==> src/hdl/dqmm_pkg.sv <==
// Shared types, codes and defaults for the double-ended queue with min/max report.
package dqmm_pkg;

  // Default number of entries held
  localparam int unsigned DEPTH_DEF = 64;

  // Command codes
  localparam logic [2:0] CMD_PUSH_FRONT = 3'd0;
  localparam logic [2:0] CMD_PUSH_BACK  = 3'd1;
  localparam logic [2:0] CMD_POP_FRONT  = 3'd2;
  localparam logic [2:0] CMD_POP_BACK   = 3'd3;
  localparam logic [2:0] CMD_NOP        = 3'd4;

  // Status codes
  localparam logic [1:0] ST_OK        = 2'd0;
  localparam logic [1:0] ST_UNDERFLOW = 2'd1;
  localparam logic [1:0] ST_OVERFLOW  = 2'd2;

  typedef logic signed [31:0] data_t;

  // Per-transaction shift/load control broadcast to every cell
  typedef struct packed {
    logic  shr;      // push front: every cell takes its left neighbor
    logic  shl;      // pop front: every cell takes its right neighbor
    logic  ld_back;  // push back: the first free cell loads the value
    data_t value;
  } dqmm_op_t;

  // Partial result handed from back to front along the chain
  typedef struct packed {
    logic  has;
    data_t max;
    data_t min;
    data_t back;
  } dqmm_agg_t;

  typedef enum logic [0:0] {
    ST_IDLE,
    ST_SWEEP
  } dqmm_state_t;

endpackage

==> src/hdl/dqmm_ctrl.sv <==
// Command decode, entry count, status and sweep sequencing for the queue.
module dqmm_ctrl
  import dqmm_pkg::*;
#(
  parameter int unsigned Depth = DEPTH_DEF,
  localparam int unsigned CntW = $clog2(Depth + 1)
) (
  input  logic            clk,
  input  logic            rst_n,
  input  logic            in_valid,
  input  logic [2:0]      in_command,
  input  data_t           in_value,
  output logic            in_ready,
  input  logic            out_ready,
  output logic            out_valid,
  output dqmm_op_t        op,
  output logic            load_out,
  output logic [CntW-1:0] count,
  output logic [1:0]      status
);

  dqmm_state_t     state_r, state_nxt;
  logic [CntW-1:0] count_r, count_nxt;
  logic [CntW-1:0] sweep_cnt_r, sweep_cnt_nxt;
  logic [1:0]      status_r, status_nxt;
  logic            out_valid_r, out_valid_nxt;
  logic            accept, full, empty, sweep_done;
  dqmm_op_t        dec_op;

  assign full       = (count_r == CntW'(Depth));
  assign empty      = (count_r == '0);
  assign sweep_done = (sweep_cnt_r == CntW'(Depth));
  assign accept     = in_valid && in_ready;

  // Command decode against current fill
  always_comb begin
    dec_op       = '0;
    dec_op.value = in_value;
    count_nxt    = count_r;
    status_nxt   = ST_OK;
    unique case (in_command)
      CMD_PUSH_FRONT: begin
        if (full) begin
          status_nxt = ST_OVERFLOW;
        end else begin
          dec_op.shr = 1'b1;
          count_nxt  = count_r + CntW'(1);
        end
      end
      CMD_PUSH_BACK: begin
        if (full) begin
          status_nxt = ST_OVERFLOW;
        end else begin
          dec_op.ld_back = 1'b1;
          count_nxt      = count_r + CntW'(1);
        end
      end
      CMD_POP_FRONT: begin
        if (empty) begin
          status_nxt = ST_UNDERFLOW;
        end else begin
          dec_op.shl = 1'b1;
          count_nxt  = count_r - CntW'(1);
        end
      end
      CMD_POP_BACK: begin
        if (empty) begin
          status_nxt = ST_UNDERFLOW;
        end else begin
          count_nxt = count_r - CntW'(1);
        end
      end
      default: begin
        // no operation, unused codes included
      end
    endcase
  end

  // Next state
  always_comb begin
    state_nxt = state_r;
    unique case (state_r)
      ST_IDLE: begin
        if (accept) state_nxt = ST_SWEEP;
      end
      ST_SWEEP: begin
        if (sweep_done && (!out_valid_r || out_ready)) state_nxt = ST_IDLE;
      end
      default: state_nxt = ST_IDLE;
    endcase
  end

  // FSM outputs
  always_comb begin
    in_ready = 1'b0;
    load_out = 1'b0;
    op       = '0;
    op.value = in_value;
    unique case (state_r)
      ST_IDLE: begin
        in_ready = 1'b1;
        if (in_valid) op = dec_op;
      end
      ST_SWEEP: begin
        load_out = sweep_done && (!out_valid_r || out_ready);
      end
      default: begin
      end
    endcase
  end

  // Sweep counter holds at its end while the output is blocked
  always_comb begin
    sweep_cnt_nxt = sweep_cnt_r;
    if (accept) begin
      sweep_cnt_nxt = '0;
    end else if (!sweep_done) begin
      sweep_cnt_nxt = sweep_cnt_r + CntW'(1);
    end
  end

  always_comb begin
    out_valid_nxt = out_valid_r;
    if (load_out) begin
      out_valid_nxt = 1'b1;
    end else if (out_ready) begin
      out_valid_nxt = 1'b0;
    end
  end

  always_ff @(posedge clk) begin
    if (!rst_n) begin
      state_r     <= ST_IDLE;
      count_r     <= '0;
      sweep_cnt_r <= '0;
      status_r    <= ST_OK;
      out_valid_r <= 1'b0;
    end else begin
      state_r     <= state_nxt;
      sweep_cnt_r <= sweep_cnt_nxt;
      out_valid_r <= out_valid_nxt;
      if (accept) begin
        count_r  <= count_nxt;
        status_r <= status_nxt;
      end
    end
  end

  assign out_valid = out_valid_r;
  assign count     = count_r;
  assign status    = status_r;

endmodule
==> config.mk <==
export PLATFORM = sky130hd
export DESIGN_NAME = dqmm_ctrl
export DESIGN_NICKNAME = d
export VERILOG_FILES = /design/src/hdl/dqmm_pkg.sv /design/src/hdl/dqmm_ctrl.sv
export SDC_FILE = /design/constraint.sdc
export NUM_CORES = 1
export LEC_CHECK = 0
export ABC_AREA = 1
export BUFFER_PORTS_ARGS = -buffer_cell sky130_fd_sc_hd__buf_4
export CORE_AREA = 2 2 58 66
export DETAILED_ROUTE_END_ITERATION = 6
export DIE_AREA = 0 0 60 68
export PLACE_DENSITY = 0.77
export RECOVER_POWER = 50
export SETUP_SLACK_MARGIN = 0.05
export SYNTH_ARGS = -nofsm -noshare
export SYNTH_HDL_FRONTEND = slang
export SYNTH_SLANG_ARGS = --single-unit
==> constraint.sdc <==
create_clock -name clk -period 1.8 [get_ports clk]
set_clock_uncertainty 0.1 [all_clocks]
set_input_delay 0.18 -clock clk [delete_from_list [all_inputs] [get_ports clk]]
set_output_delay 0.18 -clock clk [all_outputs]
set_load 0.05 [all_outputs]
Yosys cells after proc, flatten, opt, wreduce, memory -nomap -nowiden

Cells that the tools add are included.

Add/subtract/negate cells: 3
Equality and inequality tests: 7
Multiplexer cells: 20
Bitwise operators: 2
Reduce and logical (&&, ||, !) cells: 12

Operators with widths:

| kind                | number |
|---|---|
| $mux 35             | 2 |
| $add 7x1->7 const B | 2 |
| $eq 7x7->1 const B  | 2 |
| $mux 7              | 2 |
| $pmux 7 s2          | 1 |
| $mux 1              | 12 |
| $logic_not 7->1     | 1 |
| $sub 7x1->7 const B | 1 |
| $eq 3x2->1 const B  | 2 |
| $reduce_or 2->1     | 3 |
| $ne 2x2->1 const B  | 2 |
| $pmux 2 s2          | 1 |
| $reduce_and 4->1    | 1 |
| $reduce_bool 2->1   | 2 |
| $eq 3x1->1 const B  | 1 |
| $logic_not 3->1     | 1 |
| $logic_and 1x1->1   | 2 |
| $mux 2              | 1 |
| $not 1->1           | 2 |
| $pmux 1 s2          | 1 |
| $logic_not 1->1     | 1 |
| $logic_or 1x1->1    | 1 |

Bits in registers: 18
Bits of input ports: 39
Output and inout port bits: 47
Word-level logic and storage cells: 49

Logic depth before layout (Yosys ltp)

Depth after elaboration: 5
Mapped depth: 12
Depth with buffers taken out: 12

Worst setup path after synthesis

OpenSTA, ideal clock, no wires.

Path type: reg-to-output
Start point: register count_r[1] (netlist: count[1])
End point: output port op[32] in the netlist's numbering
Arrival: 2599 ps
Data required time: 1520 ps
Slack: -1079 ps
Stages on the path, launching flop included: 6
Buffers on the path: 0
Path through: dfxtp_1 -> inv_1 -> nand2_2 -> nor2_8 -> and2_1 -> nor4_1

RTL lines:

| item                   | line             | RTL |
|---|---|---|
| from (decl)            | dqmm_ctrl.sv:23  | `logic [CntW-1:0] count_r, count_nxt;` |
| from (signal assigned) | dqmm_ctrl.sv:143 | `count_r <= count_nxt;` |
| to (decl)              | dqmm_ctrl.sv:16  | `output dqmm_op_t op,` |

Worst setup path after layout

Start point: register sweep_cnt_r[0]
End point: output port load_out

Word-level cells in the longest chain between the ends: 3

RTL lines:

| item                   | line             | RTL |
|---|---|---|
| from (decl)            | dqmm_ctrl.sv:24  | `logic [CntW-1:0] sweep_cnt_r, sweep_cnt_nxt;` |
| from (signal assigned) | dqmm_ctrl.sv:140 | `sweep_cnt_r <= sweep_cnt_nxt;` |
| $eq 7x7->1             | dqmm_ctrl.sv:32  | `assign sweep_done = (sweep_cnt_r == CntW'(Depth));` |
| $logic_and 1x1->1      | dqmm_ctrl.sv:105 | `load_out = sweep_done && (!out_valid_r \|\| out_ready);` |
| $mux 1                 | dqmm_ctrl.sv:99  | `unique case (state_r)` |
| to (decl)              | dqmm_ctrl.sv:17  | `output logic load_out,` |

Every way passes these cells.

==> run_results.csv <==
group,metric,value,unit
status,status,"finished, final reports clean",
detailed_routing,ant_nets,0,
timing,max_freq,594,MHz
grt,antenna_found_initial,0,
critical_path,worst_r2r_endpoint,"count[6]$_SDFFE_PN0P_",
clock_network,cts_max_level,1,
yosys,syn_inst,206,
pwr,swShare,34.5,%
detailed_routing,drt_iter0_drc,41,
grt,grt_pass1_wl,4380,um
yosys,synth_cell_types,26,
cells_and_area,drive_gt1_share,29.4,%
grt,grt.overflow.total,0,
detailed_routing,routed_wl,2640,um
yosys,synth-seq-cells,18,
floorplanning,rows,23,
yosys,syn_nets,254,
run,drv_cap,0,
pwr,seqPwrFrac,39.6,%
critical_path,slowest_stage,"dfxtp_1",
floorplanning,die_h,68,um
grt,grt_max_degree,11,
place,gp_congestion,0.845,
timing,min_period_over_period,93.5,%
critical_path,cp_slowest_stage_delay,0.33,ns
yosys,avgSynthCellArea,7.01,sq um
floorplanning,die_x,60,um
clock_network,clkTransAtPathRegs,0.07,ns
clock_network,worstSkewPairLatency,0.26,ns
timing,worst_slew_pin_slew,0.324,ns
critical_path,worstSetupEndpointType,"output port",
timing,fin_crit,1.68,ns
detailed_routing,vias,1164,
worst_hold_path,holdCritPathClass,"input port to flip-flop",
yosys,yosys_most_used_dff,"dfxtp_1",
timing,hold_viol,0,
detailed_routing,remaining_drc_errors,0,
clock_network,clock-root-buffer,"clkbuf_8",
clock_network,cts_tree,"built",
yosys,async_flop_share,0,%
grt,track_usage,14.3,%
pwr,p_clk_share,31.0,%
critical_path,critPathMaxFanout,4,
pwr,powerDensity,701,nW/um^2
timing,max_slew_margin,78.4,%
yosys,yosysWarnings,0,
yosys,seq_area_frac_synth,25.0,%
place,port_buffers,21,
critical_path,crit_path_cell_trace,"inv_1 -> ha_1 -> nand4_1 -> nor2_2 -> nand3_2 -> inv_2 -> buf_8",
critical_path,crit_end,"load_out",
critical_path,worstSetupStartpointType,"flip-flop",
pwr,leakagePower,0.766,nW
detailed_routing,post_drt_via_cell_ratio,4.64,
pwr,p_int,0.000726,W
yosys,synth_top_area_share,25.0,%
critical_path,r2r_cells,9,
critical_path,reg2reg_slack,0.19,ns
clock_network,numCtsBuffers,3,
floorplanning,core_region_area,3480,sq um
yosys,synth_edf_count,0,
clock_network,numClockSinks,18,
pwr,pwr-share-comb,29.4,%
yosys,synth_top_cell_by_area,"dfxtp_1",
critical_path,r2r_start,"count[0]$_SDFFE_PN0P_",
place,hpwl,2020,um
critical_path,worstPathRequired,1.52,ns
floorplanning,die-area,4080,sq um
clock_network,cts_max_path_buffers,2,
floorplanning,initial_core_util,41.5,%
timing,report.final.slew_viol_count,0,
timing,hold-worst-slack,0.0671,ns
floorplanning,num_io_pins,86,
yosys,synth_area_leaders,"dfxtp_1 25%, buf_4 17%, nand2_1 11%",
cells_and_area,antenna_cells,0,
timing,setup_tns,0,ns
critical_path,worstSetupPathType,"flip-flop to output port",
cells_and_area,area_delta_synth_final,9.45,%
detailed_routing,wl_per_cell,10.5,um
grt,grt_pass1_vias,1052,
timing,setup_viol,0,
pwr,ir_drop,0.000551,V
pwr,switchingPower,0.000382,W
cells_and_area,nets,250,
critical_path,cp.arrival,1.40,ns
timing,rsz0062_at_grt,"true",
yosys,synth_area,1440,sq um
detailed_routing,first_pass_iters,4,
critical_path,critPathLaunch,"sweep_cnt_r[0]$_SDFFE_PP0P_",
-- worst max-delay path: cells and delay by family, from the launching register on --
| family | cells | cell delay (ns) |
|---|---|---|
| and+or+nand+nor | 3 | 0.38 |
| DFF | 1 | 0.33 |
| buffers and inverters | 3 | 0.29 |
| adders and majority gates | 1 | 0.15 |
-- cells in the mapped netlist (all sizes together), types with 2 or more instances --
library cell,n
a21oi,10
buf,33
dfxtp,18
ha,8
inv,33
nand2,45
nand3,12
nand3b,2
nand4,5
nor2,22
nor3,2
nor4,2
o21ai,4
or2,3
xnor2,2
xor2,2
-- power by group through the flow --
stage	sequential, W	clock (W)	combinational (W)
floorplan	0.000498	0	0.000390
global placement	0.000448	0	0.000322
detailed placement	0.000449	0	0.000324
CTS	0.000440	0.000346	0.000327
global route	0.000443	0.000363	0.000357
finish	0.000439	0.000343	0.000326
-- repair_timing --
action | CTS | global route
pin swaps | 2 | 4
gates resized for setup | 5 | 0
setup endpoints to repair | 2 | 2
setup buffers | 2 | 0
hold buffers | 0 | 0
-- registers in the layout, summed over array words and instances (netlist names) --
register and count:
state_r 1, status 2, out_valid 1, sweep_cnt_r 7, count 7
-- cells in the final DEF (no fill, tap or decap), types with 5 or more instances in the layout --
master and count:
inv_1 28, inv_2 5, nor2_1 17, ha_1 8, nand2_1 41, nand4_1 5, buf_4 22, dfxtp_4 6
nand3_1 8, a21oi_1 9, dfxtp_1 11
-- final cells by class --
class | instances | area, sq um
Fill cell | 348 | 1900
Multi-Input combinational cell | 122 | 763
Sequential cell | 18 | 384
Timing Repair Buffer | 24 | 191
Inverter | 33 | 124
Tap cell | 50 | 62.6
Clock buffer | 4 | 55.1
-- logic make-up (layout without fill, tap and decap cells) --
family / count (synthesis) / after routing / synth area share [%]
simple gates: 94 / 94 / 33.2
buf+inv: 66 / 61 / 25.7
flops: 18 / 18 / 25.0
compound gates: 15 / 15 / 5.37
fa+ha+maj: 9 / 9 / 8.32
xor+xnor: 4 / 4 / 2.43
-- per-layer routing --
layer / part of all wire, % / up-vias / track usage, % / routed length, um
li1: - / 601 / - / -
met1: 43 / 521 / 16.0 / 1130
met2: 48 / 31 / 22.7 / 1260
met3: 7.1 / 11 / 5.48 / 187
met4: 2.3 / 0 / 8.89 / 60
met5: 0 / - / 0 / 0
-- stage by stage --
step / total power, W / util, % / instance area [sq um] / instances / worst slack [ns]
floorplan: 0.000888 / - / 1510 / 206 / 0.0515
global placement: 0.000770 / 42.9 / 1490 / 245 / 0.126
detailed placement: 0.000773 / 42.9 / 1490 / 245 / 0.0791
CTS: 0.00111 / 45.4 / 1580 / 251 / 0.0508
global route: 0.00116 / 45.4 / 1580 / 251 / 0.00305
finish: 0.00111 / 45.4 / 1580 / 251 / 0.117
-- worst min-delay path by stage --
| stage | startpoint | endpoint | slack [ns] | cells after the start |
|---|---|---|---|---|
| 6_report | in_valid | state_r$_SDFF_PN0_ | 0.07 | 3 |
| 5_1_grt | in_valid | state_r$_SDFF_PN0_ | 0.08 | 3 |
| 4_1_cts | in_valid | state_r$_SDFF_PN0_ | 0.07 | 3 |
| 3_5_place_dp | in_value[13] | op[13] | 0.26 | 0 |
| 3_3_place_gp | in_value[13] | op[13] | 0.26 | 0 |
| 2_1_floorplan | in_valid | state_r$_SDFF_PN0_ | 0.21 | 2 |
Power figures use the tool's default switching activity.
