==> config.mk <==
export PLATFORM = sky130hd
export DESIGN_NAME = dqmm_cell
export DESIGN_NICKNAME = d
export VERILOG_FILES = /design/src/hdl/dqmm_pkg.sv /design/src/hdl/dqmm_cell.sv
export SDC_FILE = /design/constraint.sdc
export NUM_CORES = 1
export LEC_CHECK = 0
export BUFFER_PORTS_ARGS = -buffer_cell sky130_fd_sc_hd__clkbuf_2
export CAP_MARGIN = 20
export CORE_AREA = 3 3 125 127
export CTS_BUF_LIST = sky130_fd_sc_hd__clkbuf_4 sky130_fd_sc_hd__clkbuf_8
export DETAILED_ROUTE_END_ITERATION = 16
export DIE_AREA = 0 0 128 130
export PLACE_DENSITY = 0.8
export SYNTH_ARGS = -nofsm -noshare
export SYNTH_HDL_FRONTEND = slang
export SYNTH_SLANG_ARGS = --single-unit
==> constraint.sdc <==
create_clock -name clk -period 3.8 [get_ports clk]
set_clock_uncertainty 0.1 [all_clocks]
set_input_delay 0.76 -clock clk [delete_from_list [all_inputs] [get_ports clk]]
set_output_delay 0.76 -clock clk [all_outputs]
set_load 0.02 [all_outputs]
==> src/hdl/dqmm_pkg.sv <==
// Shared types, codes and defaults for the double-ended queue with min/max report.
package dqmm_pkg;

  // Default number of entries held
  localparam int unsigned DEPTH_DEF = 64;

  // Command codes
  localparam logic [2:0] CMD_PUSH_FRONT = 3'd0;
  localparam logic [2:0] CMD_PUSH_BACK  = 3'd1;
  localparam logic [2:0] CMD_POP_FRONT  = 3'd2;
  localparam logic [2:0] CMD_POP_BACK   = 3'd3;
  localparam logic [2:0] CMD_NOP        = 3'd4;

  // Status codes
  localparam logic [1:0] ST_OK        = 2'd0;
  localparam logic [1:0] ST_UNDERFLOW = 2'd1;
  localparam logic [1:0] ST_OVERFLOW  = 2'd2;

  typedef logic signed [31:0] data_t;

  // Per-transaction shift/load control broadcast to every cell
  typedef struct packed {
    logic  shr;      // push front: every cell takes its left neighbor
    logic  shl;      // pop front: every cell takes its right neighbor
    logic  ld_back;  // push back: the first free cell loads the value
    data_t value;
  } dqmm_op_t;

  // Partial result handed from back to front along the chain
  typedef struct packed {
    logic  has;
    data_t max;
    data_t min;
    data_t back;
  } dqmm_agg_t;

  typedef enum logic [0:0] {
    ST_IDLE,
    ST_SWEEP
  } dqmm_state_t;

endpackage

==> src/hdl/dqmm_cell.sv <==
// One queue cell: holds one entry and folds max/min/back toward the front.
module dqmm_cell
  import dqmm_pkg::*;
(
  input  logic      clk,
  input  dqmm_op_t  op,
  input  data_t     left_data,
  input  data_t     right_data,
  input  logic      in_use,
  input  logic      is_last,
  input  logic      is_tail,
  input  dqmm_agg_t agg_in,
  output data_t     data,
  output dqmm_agg_t agg_out
);

  data_t     data_r, data_nxt;
  dqmm_agg_t agg_r, agg_nxt;

  // Entry update for the accepted transaction
  always_comb begin
    data_nxt = data_r;
    priority if (op.shr) begin
      data_nxt = left_data;
    end else if (op.shl) begin
      data_nxt = right_data;
    end else if (op.ld_back && is_tail) begin
      data_nxt = op.value;
    end
  end

  // Fold own entry into what the back neighbor reports
  always_comb begin
    agg_nxt = agg_in;
    if (in_use) begin
      agg_nxt.has  = 1'b1;
      agg_nxt.max  = (agg_in.has && (agg_in.max > data_r)) ? agg_in.max : data_r;
      agg_nxt.min  = (agg_in.has && (agg_in.min < data_r)) ? agg_in.min : data_r;
      agg_nxt.back = is_last ? data_r : agg_in.back;
    end
  end

  always_ff @(posedge clk) begin
    data_r <= data_nxt;
    agg_r  <= agg_nxt;
  end

  assign data    = data_r;
  assign agg_out = agg_r;

endmodule

Word-level counts from Yosys, hierarchy flattened

Index checks and enable logic that the tools add are counted.

Flip-flop bits (word level): 129
Latch bits: 0
Bits in writable memories: 0
Bits in read-only memories: 0
Input bits: 200
Output and inout port bits: 129
Word-level logic and storage cells: 18
Memories kept: 0

Add/sub/neg operators: 0
Multiply operators: 0
Div/mod/pow operators: 0
$lt $le $gt $ge: 2
Equal/unequal tests: 0
Shift operators: 0
Muxes and demuxes: 7
Bitwise gates (word level): 0
Reductions and logical operators: 4

Operators by type and width:

| kind              | count |
|---|---|
| $mux 32           | 6 |
| $mux 96           | 1 |
| $gt 32x32->1      | 1 |
| $lt 32x32->1      | 1 |
| $logic_and 1x1->1 | 3 |
| $reduce_bool 3->1 | 1 |

Longest topological paths before layout

Gate-level depths: netlist of the first run.

Word-level depth: 4
Depth in mapped cells: 10
Mapped depth without buffers: 9

Worst setup path before layout of the first run

No wires, ideal clock.

Path type: in2reg
Start point: input port agg_in[45] (netlist name)
End point: register agg_r (netlist bit agg_out[34])
Setup time: 0.121 ns
Arrival: 2.777 ns
Data required time: 3.579 ns
Path slack: 0.802 ns
Cell stages on the path: 9
Buffers on the path: 1
Path through: ha_1 a21o_1 a21o_1 a21oi_1 o21ai_0 o31a_1 o311ai_4 buf_8 mux2_4

RTL lines:

| item                 | RTL line        | text |
|---|---|---|
| start, declared      | dqmm_cell.sv:12 | `input dqmm_agg_t agg_in,` |
| end signal, assigned | dqmm_cell.sv:45 | `agg_r <= agg_nxt;` |
| end, declared        | dqmm_cell.sv:18 | `dqmm_agg_t agg_r, agg_nxt;` |

==> results by group, run 1 <==
Run status
  • Status: finished clean

CTS
  • Worst-Skew Late Latency: ~0.44 ns
  • Cts repair resizes: 0
  • CTS sink count: around 130
  • H-tree levels: 4
  • Maximum buffer depth of the clock tree: 2
  • Clock transition at path regs: about 0.080 ns
  • Postcts setup bufs: 0
  • Clock root buffer master: clkbuf_8
  • CTS Buf Count: 17
  • CTS tree: yes
  • Hold-fix buffers, CTS: 0

Power and ir drop
  • Peak supply drop: 0.0002037 V
  • NetSw: approximately 1.3 mW
  • Gate power share: between 20% and 30%
  • Pwr dens: approximately 470 mW/mm²
  • Clock share of power: between 20% and 30%
  • Sw Share: between 30% and 40%
  • Internal power: ~2.7 mW
  • LEAKAGE: between 4 and 5 nW
  • Flop pwr share: between 40% and 50%

Placement
  • Hpwl dp: around 16000 µm
  • Count of input and output buffers: roughly 330
  • Routability congestion estimate: roughly 0.88

Layout
  • Commonest non-fill, non-tap cell in the layout: clkbuf_2
  • Layout area overhead: 33.91%
  • Layout cell share with drive strength beyond 1: 48.09%
  • Fill cells: approximately 1200
  • Diodes inserted: 0
  • Final nets: roughly 1200
  • Core Util, Final: between 50% and 60%
  • Most frequent cells in the layout: clkbuf_2 (328), dfxtp_1 (97), nand2_1 (72)

Detailed routing
  • Routed WL: 18960 µm
  • Total number of vias: ~5500
  • Residual DRC: 0
  • Vias per cell: about 5
  • Detailed Routing Iterations Pass 1: 4
  • DR WL/cell: about 17 µm
  • Final ANT Viol Nets: 0
  • Starting DRC count in detailed routing: 208

Timing
  • TNS Setup: 0 ns
  • Max-slew violation count: 0
  • Final critical-path share of the clock period: between 80 and 90%
  • Worst-Margin Slew: a little under 0.6 ns
  • Fmax: between 300 and 400 MHz
  • RSZ-0062 raised after global routing: false
  • Hold Fails Final Rpt: 0
  • Min Clock Period, post-route: just over 3 ns
  • Slew headroom: between 60 and 70%
  • Final setup fails: 0

Yosys
  • Cells after synthesis: between 500 and 600
  • Yosys warning count: 0
  • Ys async rst share: 0%
  • Synth Net Count: around 830
  • Mean Syn Cell Area: ~11 µm²
  • Yosys reg bits: approximately 130
  • Seq/Total Area, Yosys: between 40% and 50%
  • Post-synth EDFFs: 32
  • Post-Syn Area: 0.006454 mm²
  • Yosys cell types: 39
  • Predominant post-synthesis flop cell: dfxtp_1

Job
  • Max-cap check violation count: 0

Setup path
  • Slowest CP cell: edfxtp_1
  • Max incr delay on CP: around 0.48 ns
  • CP required: between 4 and 5 ns
  • Critical path arrival: approximately 3.3 ns
  • Worst setup SP type: flop
  • CP startpoint: data[13]
  • R2r startpoint: data[13]
  • Critical path buffer and inverter count: 2
  • Critical path's most frequent cell: a21o_1
  • Delay-heaviest family, CP: compound AO/OA/AOI/OAI gates
  • CP endpoint kind: flop
  • Cells along the critical path: inv_1, ha_1, a21o_1, a21o_1, a21oi_1, o21ai_0, o31a_1, o311ai_4, buf_4, mux2_2
  • Setup CP Type: reg2reg
  • Worst-path fanout max: 18

Floorplan
  • Std-Cell Rows: 44
  • Die area: about 0.017 mm²
  • I/O pins: between 300 and 400
  • Die Y: between 100 and 150 µm
  • Placeable Area: about 0.015 mm²
  • Initial core utilization: 44.40%
  • Die X: between 100 and 150 µm

Min path
  • Worst hold start: agg_in[19]
  • Hold crit path type: in2reg

Global route
  • Initial antenna violation count: 0
  • Grt total ovfl: 0
  • Vias in the first global route: between 5000 and 6000
  • First-pass GRT wire length: between 20000 and 30000 µm
  • All-Layer GR Usage: between 20% and 30%
  • Largest net degree at the start of global routing: 41
-- through the flow --
stage          instance area (µm²)  instances  power, mW  worst slack (ns)  hold WS [ns]
2_1_floorplan                 6454        570      2.489            0.8021        0.5814
3_3_place_gp                  8259       1069      2.903            0.4261        0.4430
3_5_place_dp                  8259       1069      2.931            0.4075        0.4509
4_1_cts                       8642       1101      4.077            0.6812        0.3799
5_1_grt                       8642       1101      4.238            0.5921        0.3846
6_report                      8642       1101      4.035            0.7059        0.4124
-- synth_stat cells, drive strengths merged, types with 2 or more instances --
cell type  count  share of area (%)
dfxtp         97                 30
nand2         73                4.2
o21ai         66                5.1
mux2          65                 15
ha            63                 12
inv           33                1.9
edfxtp        32                 15
mux2i         32                5.0
a21o          17                2.0
clkbuf        17               0.99
a21oi         16                1.2
nand4         14                1.4
buf            6                1.6
nand3          5               0.39
nor2           5               0.29
a211oi         4               0.54
nor3           4               0.31
a211o          3               0.41
o31a           3               0.54
a31oi          2               0.19
or2            2               0.19
-- worst reg2reg max path, cell delays in order, from the launching register on --
cell and delay, ns:
edfxtp_1 0.48, inv_1 0.15, ha_1 0.26, a21o_1 0.18
a21o_1 0.17, a21oi_1 0.14, o21ai_0 0.15, o31a_1 0.36
o311ai_4 0.22, buf_4 0.40, mux2_2 0.38
-- sequential cells by signal (all words and copies together), names as in the netlist --
| register | count |
|---|---|
| data | 32 |
| agg_out | 97 |
-- power groups by stage --
stage / clock network (mW) / registers (mW) / logic [mW]
2_1_floorplan: 0 / 1.94 / 0.554
3_3_place_gp: 0 / 1.72 / 1.19
3_5_place_dp: 0 / 1.72 / 1.21
4_1_cts: 1.17 / 1.69 / 1.21
5_1_grt: 1.23 / 1.71 / 1.30
6_report: 1.14 / 1.69 / 1.20
-- final timing paths --
kind                                    end  slack, ns  cells past startpoint
worst min-delay path            agg_out[19]       0.41                      3
worst max register to register  agg_out[32]       0.71                     10
worst min register to register  agg_out[85]       0.47                      1
worst max-delay path            agg_out[32]       0.71                     10
-- final cells by class --
cell class | instances | area (µm²) | share of cell area (%)
clock inverters | 11 | 112.6 | 1.303
repair buffers | 338 | 1742 | 20.15
well taps | 184 | 230.2 | 2.664
clock buffers | 21 | 270.3 | 3.127
multi-input cells | 385 | 3261 | 37.73
flip-flops and latches | 129 | 2903 | 33.59
inverters | 33 | 123.9 | 1.433
-- logic make-up (layout without fill, tap and decap cells) --
group | Yosys count | in the layout | share of synthesized area, %
flip-flops | 129 | 129 | 44.98
multiplexers | 97 | 97 | 19.79
AND/OR/NAND/NOR | 109 | 109 | 7.406
adder cells (fa/ha/maj) | 63 | 63 | 12.21
buffers and inverters | 56 | 403 | 4.537
AO/OA/AOI/OAI | 116 | 116 | 11.07
-- metal layers --
layer	up-vias	track usage, %	wire, µm
li1	2719	-	-
met1	2595	26.12	7757
met2	203	38.88	9617
met3	30	4.994	1126
met4	0	9.488	453
met5	-	0	0
Note: power is estimated with default switching activity, not from simulation.
==> inputs of run 2 (changes only) <==
- ABC_AREA: unset -> 1
- CORE_AREA: 3 3 125 127 -> unset
- CORE_MARGIN: unset -> 3
- CORE_UTILIZATION: unset -> 43
- DIE_AREA: 0 0 128 130 -> unset
- PLACE_DENSITY: 0.8 -> 0.83
- clock period: 3.8 -> 2.55 ns (I/O delays scaled with it)
==> results by group, run 2 <==
Power and ir drop
  • Total power: between 6 and 7 mW
  • Sw Share: between 30% and 40%
  • Gate power share: between 20% and 30%
  • Clock share of power: between 30% and 40%
  • Flop pwr share: about two fifths
  • LEAKAGE: ~5.0 nW
  • Internal power: roughly 4.3 mW
  • Pwr dens: ~730 mW/mm²
  • NetSw: roughly 2.2 mW
  • Peak supply drop: about 0.00035 V

Setup path
  • Setup CP Type: reg2reg
  • Slowest CP cell: edfxtp_1
  • Worst R2R Path Depth: 13
  • Critical Path End: agg_out[83]
  • Critical path buffer and inverter count: 3
  • Max incr delay on CP: ~0.50 ns
  • Worst setup SP type: flop
  • Critical path's most frequent cell: nand2_1
  • Reg-to-reg endpoint: agg_out[83]
  • Cells along the critical path: inv_1, ha_1, nand2_1, nor2_2, nand4_1, inv_1, nand3_1, o31a_1, nand3_4, buf_12, nand2_8, nand2_1, nand2_1
  • Critical path arrival: around 2.7 ns
  • R2r startpoint: data[12]
  • Flop-to-flop setup slack: 0.11 ns
  • WP depth: 13
  • CP startpoint: data[12]
  • CP required: 2.79 ns
  • CP endpoint kind: flop
  • Delay-heaviest family, CP: simple AND/OR/NAND/NOR gates
  • Worst-path fanout max: 16

Detailed routing
  • Detailed Routing Iterations Pass 1: 5
  • Total number of vias: approximately 7000
  • DR WL/cell: 16.88 µm
  • Vias per cell: between 5 and 6
  • Final ANT Viol Nets: 0
  • Starting DRC count in detailed routing: 510
  • Residual DRC: 0
  • Routed WL: between 20000 and 25000 µm

Timing
  • RSZ-0062 raised after global routing: true
  • Final hold slack: 0.1562 ns
  • Max-slew violation count: 0
  • Hold Fails Final Rpt: 0
  • Slew headroom: 50.10%
  • Min Clock Period, post-route: around 2.4 ns
  • Fmax: around 400 MHz
  • Final critical-path share of the clock period: 95.73%
  • Final setup fails: 0
  • Worst-Margin Slew: 0.7476 ns

Layout
  • Diodes inserted: 0
  • Layout area overhead: 41.78%
  • Commonest non-fill, non-tap cell in the layout: clkbuf_2
  • Final nets: 1419
  • Fill cells: approximately 1200
  • Most frequent cells in the layout: clkbuf_2 (328), nand2_1 (243), dfxtp_1 (97)
  • Max reg flops: 97
  • Layout cell share with drive strength beyond 1: a little over a third

Job
  • Max-cap check violation count: 0

Yosys
  • Commonest cells in the netlist: nand2_1 (247), dfxtp_1 (97), a21oi_1 (95)
  • Synth Net Count: about 1100
  • Cell taking the most area after synthesis: dfxtp_1
  • Yosys reg bits: 129
  • Predominant post-synthesis flop cell: dfxtp_1
  • Share of the synthesized area in the top cell type: between 30% and 40%
  • Area contributors post-synth: dfxtp_1 (31%), edfxtp_1 (15%), nand2_1 (15%), ha_1 (12%), a21oi_1 (7.5%)
  • Cells after synthesis: 802
  • Post-synth EDFFs: 32
  • Yosys cell types: 25
  • Cell with the most instances after synthesis: nand2_1
  • Seq/Total Area, Yosys: a little under half
  • Ys async rst share: 0%
  • Mean Syn Cell Area: ~7.9 µm²
  • Yosys warning count: 0
  • Post-Syn Area: around 0.0063 mm²

CTS
  • CTS Buf Count: 17
  • Worst-Skew Late Latency: between 0.4 and 0.5 ns
  • CTS tree: yes
  • CTS sink count: 129
  • Clock root buffer master: clkbuf_8
  • Clock transition at path regs: approximately 0.080 ns
  • H-tree levels: 4
  • Maximum buffer depth of the clock tree: 2

Floorplan
  • Placeable Area: 0.01415 mm²
  • Die X: 127.5 µm
  • Die area: 0.01626 mm²
  • Die Y: 127.5 µm
  • Std-Cell Rows: between 40 and 50
  • Initial core utilization: 44.87%
  • I/O pins: 329

Min path
  • Hold crit path type: in2reg

Run status
  • Status: finished clean

Global route
  • Vias in the first global route: about 6400
  • First-pass GRT wire length: roughly 33000 µm
  • Initial antenna violation count: 0
  • All-Layer GR Usage: 26.23%
  • Grt total ovfl: 0
  • Largest net degree at the start of global routing: 50

Placement
  • Hpwl dp: 17500 µm
  • Count of input and output buffers: 328
  • Routability congestion estimate: between 0.9 and 1
==> run 2: cell count changes after synthesis, sizes merged, moves of 26 or more <==
| cell | change |
|---|---|
| nand3 | +70 |
| o21ai | -26 |
| nand2 | +176 |
| a21oi | +79 |
| mux2 | -64 |
| nor2 | +46 |
| mux2i | -32 |
==> run 2: layer usage <==
layer	GRT usage [%]	vias to the layer above	part of all wire, %
li1	-	3371	-
met1	32.05	3107	40
met2	44.66	372	49
met3	5.895	59	8.1
met4	10.79	0	3.0
met5	0	-	0
==> run 2: worst min path at each step <==
stage / startpoint / endpoint / slack [ns] / cells past startpoint
2_1_floorplan: agg_in[32] / agg_out[32] / 0.51 / 2
3_3_place_gp: data[28] / agg_out[60] / 0.46 / 2
3_5_place_dp: data[27] / agg_out[59] / 0.46 / 2
4_1_cts: agg_in[7] / agg_out[7] / 0.13 / 3
5_1_grt: agg_in[1] / agg_out[1] / 0.15 / 3
6_report: agg_in[1] / agg_out[1] / 0.16 / 3
==> run 2: logic make-up after synthesis <==
logic type / Yosys count / share of synthesized area [%]
AO/OA/AOI/OAI: 138 / 11.02
adder cells (fa/ha/maj): 63 / 12.42
buffers and inverters: 89 / 6.031
flip-flops: 129 / 45.72
multiplexers: 1 / 0.1774
AND/OR/NAND/NOR: 382 / 24.64
==> run 2: timing repair <==
item                                    4_1_cts  5_1_grt
hold buffers                                  0        0
endpoints found under the setup margin        7       64
gates resized for setup                       1       23
cloned                                        0        3
pin swaps                                     0        2
setup buffers                                 0       25
==> run 2: cell type report <==
type	count	area [µm²]	share of cell area, %
multi-input combinational	586	3148	34.97
sequential	129	2903	32.25
clock buffer	19	255.2	2.836
inverter	50	187.7	2.085
tap	180	225.2	2.502
timing repair buffer	372	2076	23.06
clock inverter	13	206.4	2.294
==> run 2: per-stage QoR <==
| stage | TNS [ns] | std cells | worst slack, ns | utilization (%) | cell area, µm² |
|---|---|---|---|---|---|
| 2_1_floorplan | 0 | 802 | 0.02734 | - | 6349 |
| 3_3_place_gp | 0 | 1289 | 0.06174 | 58.04 | 8213 |
| 3_5_place_dp | 0 | 1289 | 0.005050 | 58.04 | 8213 |
| 4_1_cts | 0 | 1321 | 0.03472 | 61.37 | 8683 |
| 5_1_grt | -0.3358 | 1349 | -0.03737 | 63.61 | 9001 |
| 6_report | 0 | 1349 | 0.1089 | 63.61 | 9001 |
==> run 2: power groups by stage <==
stage	logic (mW)	clock network [mW]	registers, mW
finish	1.94	2.05	2.56
floorplan	0.706	0	2.89
CTS	1.77	2.06	2.56
global route	2.12	2.15	2.58
global placement	1.72	0	2.60
detailed placement	1.76	0	2.60
==> run 2: worst register-to-register path, stage by stage, from the launching register on <==
cell and delay [ns]:
edfxtp_1 0.50, inv_1 0.14, ha_1 0.30, nand2_1 0.06, nor2_2 0.10, nand4_1 0.10
inv_1 0.08, nand3_1 0.12, o31a_1 0.30, nand3_4 0.11, buf_12 0.15, nand2_8 0.12
nand2_1 0.12, nand2_1 0.06
==> inputs of run 3 (changes only) <==
- CORE_ASPECT_RATIO: unset -> 0.5
==> results by group, run 3 (synthesis gave the netlist of run 2 again) <==
Detailed routing
  • Detailed Routing Iterations Pass 1: 5
  • Routed WL: between 20000 and 25000 µm
  • Final ANT Viol Nets: 0
  • Total number of vias: about 7000
  • DR WL/cell: 17.24 µm
  • Vias per cell: between 5 and 6
  • Starting DRC count in detailed routing: approximately 470
  • Residual DRC: 0

Setup path
  • Worst-path fanout max: 12
  • Delay-heaviest family, CP: simple AND/OR/NAND/NOR gates
  • Cells along the critical path: inv_1, ha_1, nand2_1, nand2_1, nand2_1, nand2_1, nand2_1, nand2_1, nand2_1, nand2_1, nand2_1, nand3_1, nand3_4, nand2_4, clkbuf_16, nand2_1, nand2_1
  • CP endpoint kind: flop
  • Critical path buffer and inverter count: 2
  • Max incr delay on CP: roughly 0.49 ns
  • Setup CP Type: reg2reg
  • CP required: ~2.8 ns
  • Critical path's most frequent cell: nand2_1
  • Worst setup SP type: flop
  • Slowest CP cell: edfxtp_1
  • Critical path arrival: approximately 2.6 ns

Placement
  • Hpwl dp: between 15000 and 20000 µm
  • Routability congestion estimate: just under 1
  • Count of input and output buffers: between 300 and 400

Timing
  • Hold Fails Final Rpt: 0
  • Final setup fails: 0
  • Final critical-path share of the clock period: 94.38%
  • Min Clock Period, post-route: between 2 and 2.5 ns
  • Worst-Margin Slew: 0.5253 ns
  • Slew headroom: 64.94%
  • Max-slew violation count: 0
  • Fmax: 415.5 MHz

CTS
  • CTS tree: yes
  • Maximum buffer depth of the clock tree: 2
  • Clock root buffer master: clkbuf_8
  • Clock transition at path regs: ~0.090 ns
  • Worst-Skew Late Latency: ~0.43 ns
  • H-tree levels: 4
  • CTS sink count: between 100 and 150
  • CTS Buf Count: 17

Run status
  • Status: finished clean

Layout
  • Core Util, Final: a little over three fifths
  • Fill cells: ~1300
  • Max reg flops: 97
  • Footprint of the multi-input gates: a little over 0.003 mm²
  • Reg area: 0.002903 mm²
  • Commonest non-fill, non-tap cell in the layout: clkbuf_2
  • Most frequent cells in the layout: clkbuf_2 (328), nand2_1 (246), dfxtp_1 (97)
  • Diodes inserted: 0
  • Layout cell share with drive strength beyond 1: a little over a third
  • Final nets: between 1000 and 1500
  • Layout area overhead: 38.85%

Global route
  • First-pass GRT wire length: ~35000 µm
  • All-Layer GR Usage: a little over a quarter
  • Vias in the first global route: 6675
  • Initial antenna violation count: 0
  • Grt total ovfl: 0
  • Largest net degree at the start of global routing: 45

Power and ir drop
  • Total power: around 6.4 mW
  • LEAKAGE: slightly below 5 nW
  • Pwr dens: between 700 and 800 mW/mm²
  • Peak supply drop: about 0.00035 V

Floorplan
  • Placeable Area: 0.01400 mm²
  • Die X: 177.8 µm
  • Initial core utilization: between 40% and 50%
  • I/O pins: between 300 and 400
  • Die area: 0.01635 mm²
  • Std-Cell Rows: 30
  • Die Y: 91.92 µm

Min path
  • Hold crit path type: in2reg

Job
  • Max-cap check violation count: 0
run 3: report_power, final:
part / internal [mW] / switching (mW)
Combinational: 0.680 / 1.18
Clock: 1.11 / 0.852
Sequential: 2.38 / 0.155
Total: 4.17 / 2.19
run 3: layout make-up:
class	instances	area share (%)
tap	192	2.725
timing repair buffer	358	22.23
inverter	50	2.129
sequential	129	32.93
multi-input combinational	584	35.00
clock inverter	13	2.087
clock buffer	19	2.896
run 3: timing repair:
action	CTS	global route
resized for setup	0	9
endpoints found under the setup margin	0	53
hold buffers	0	0
setup buffers	0	8
run 3: worst register-to-register path, delay by kind of cell (launching register included):
kind	cells	cell delay, ns
and+or+nand+nor	14	1.08
DFF	1	0.49
buffers and inverters	2	0.38
adders and majority gates	1	0.25
run 3: path summary, 6_finish.rpt:
path	startpoint	to	cells past startpoint	slack (ns)
setup / recovery	data[1]	agg_out[47]	17	0.14
hold / removal	agg_in[18]	agg_out[18]	3	0.17
setup reg to reg	data[1]	agg_out[47]	17	0.14
hold reg to reg	data[10]	agg_out[74]	2	0.46
run 3: layer usage:
layer	up-vias	track usage [%]	part of all wire [%]
met5	-	0	0
met4	0	9.073	2.3
met3	45	5.707	9.3
met2	336	45.66	47
met1	3182	35.69	41
li1	3336	-	-
run 3: metrics by stage:
step           setup WS [ns]  TNS [ns]  std cells  hold slack (ns)  cell area [µm²]
6_report              0.1434         0       1345           0.1713             8815
4_1_cts               0.1376         0       1336           0.1654             8715
3_3_place_gp         0.08575         0       1304           0.4398             8275
3_5_place_dp         0.06447         0       1304           0.4512             8275
2_1_floorplan        0.02734         0        802           0.5131             6349
5_1_grt            -0.007149  -0.01172       1345           0.1759             8815
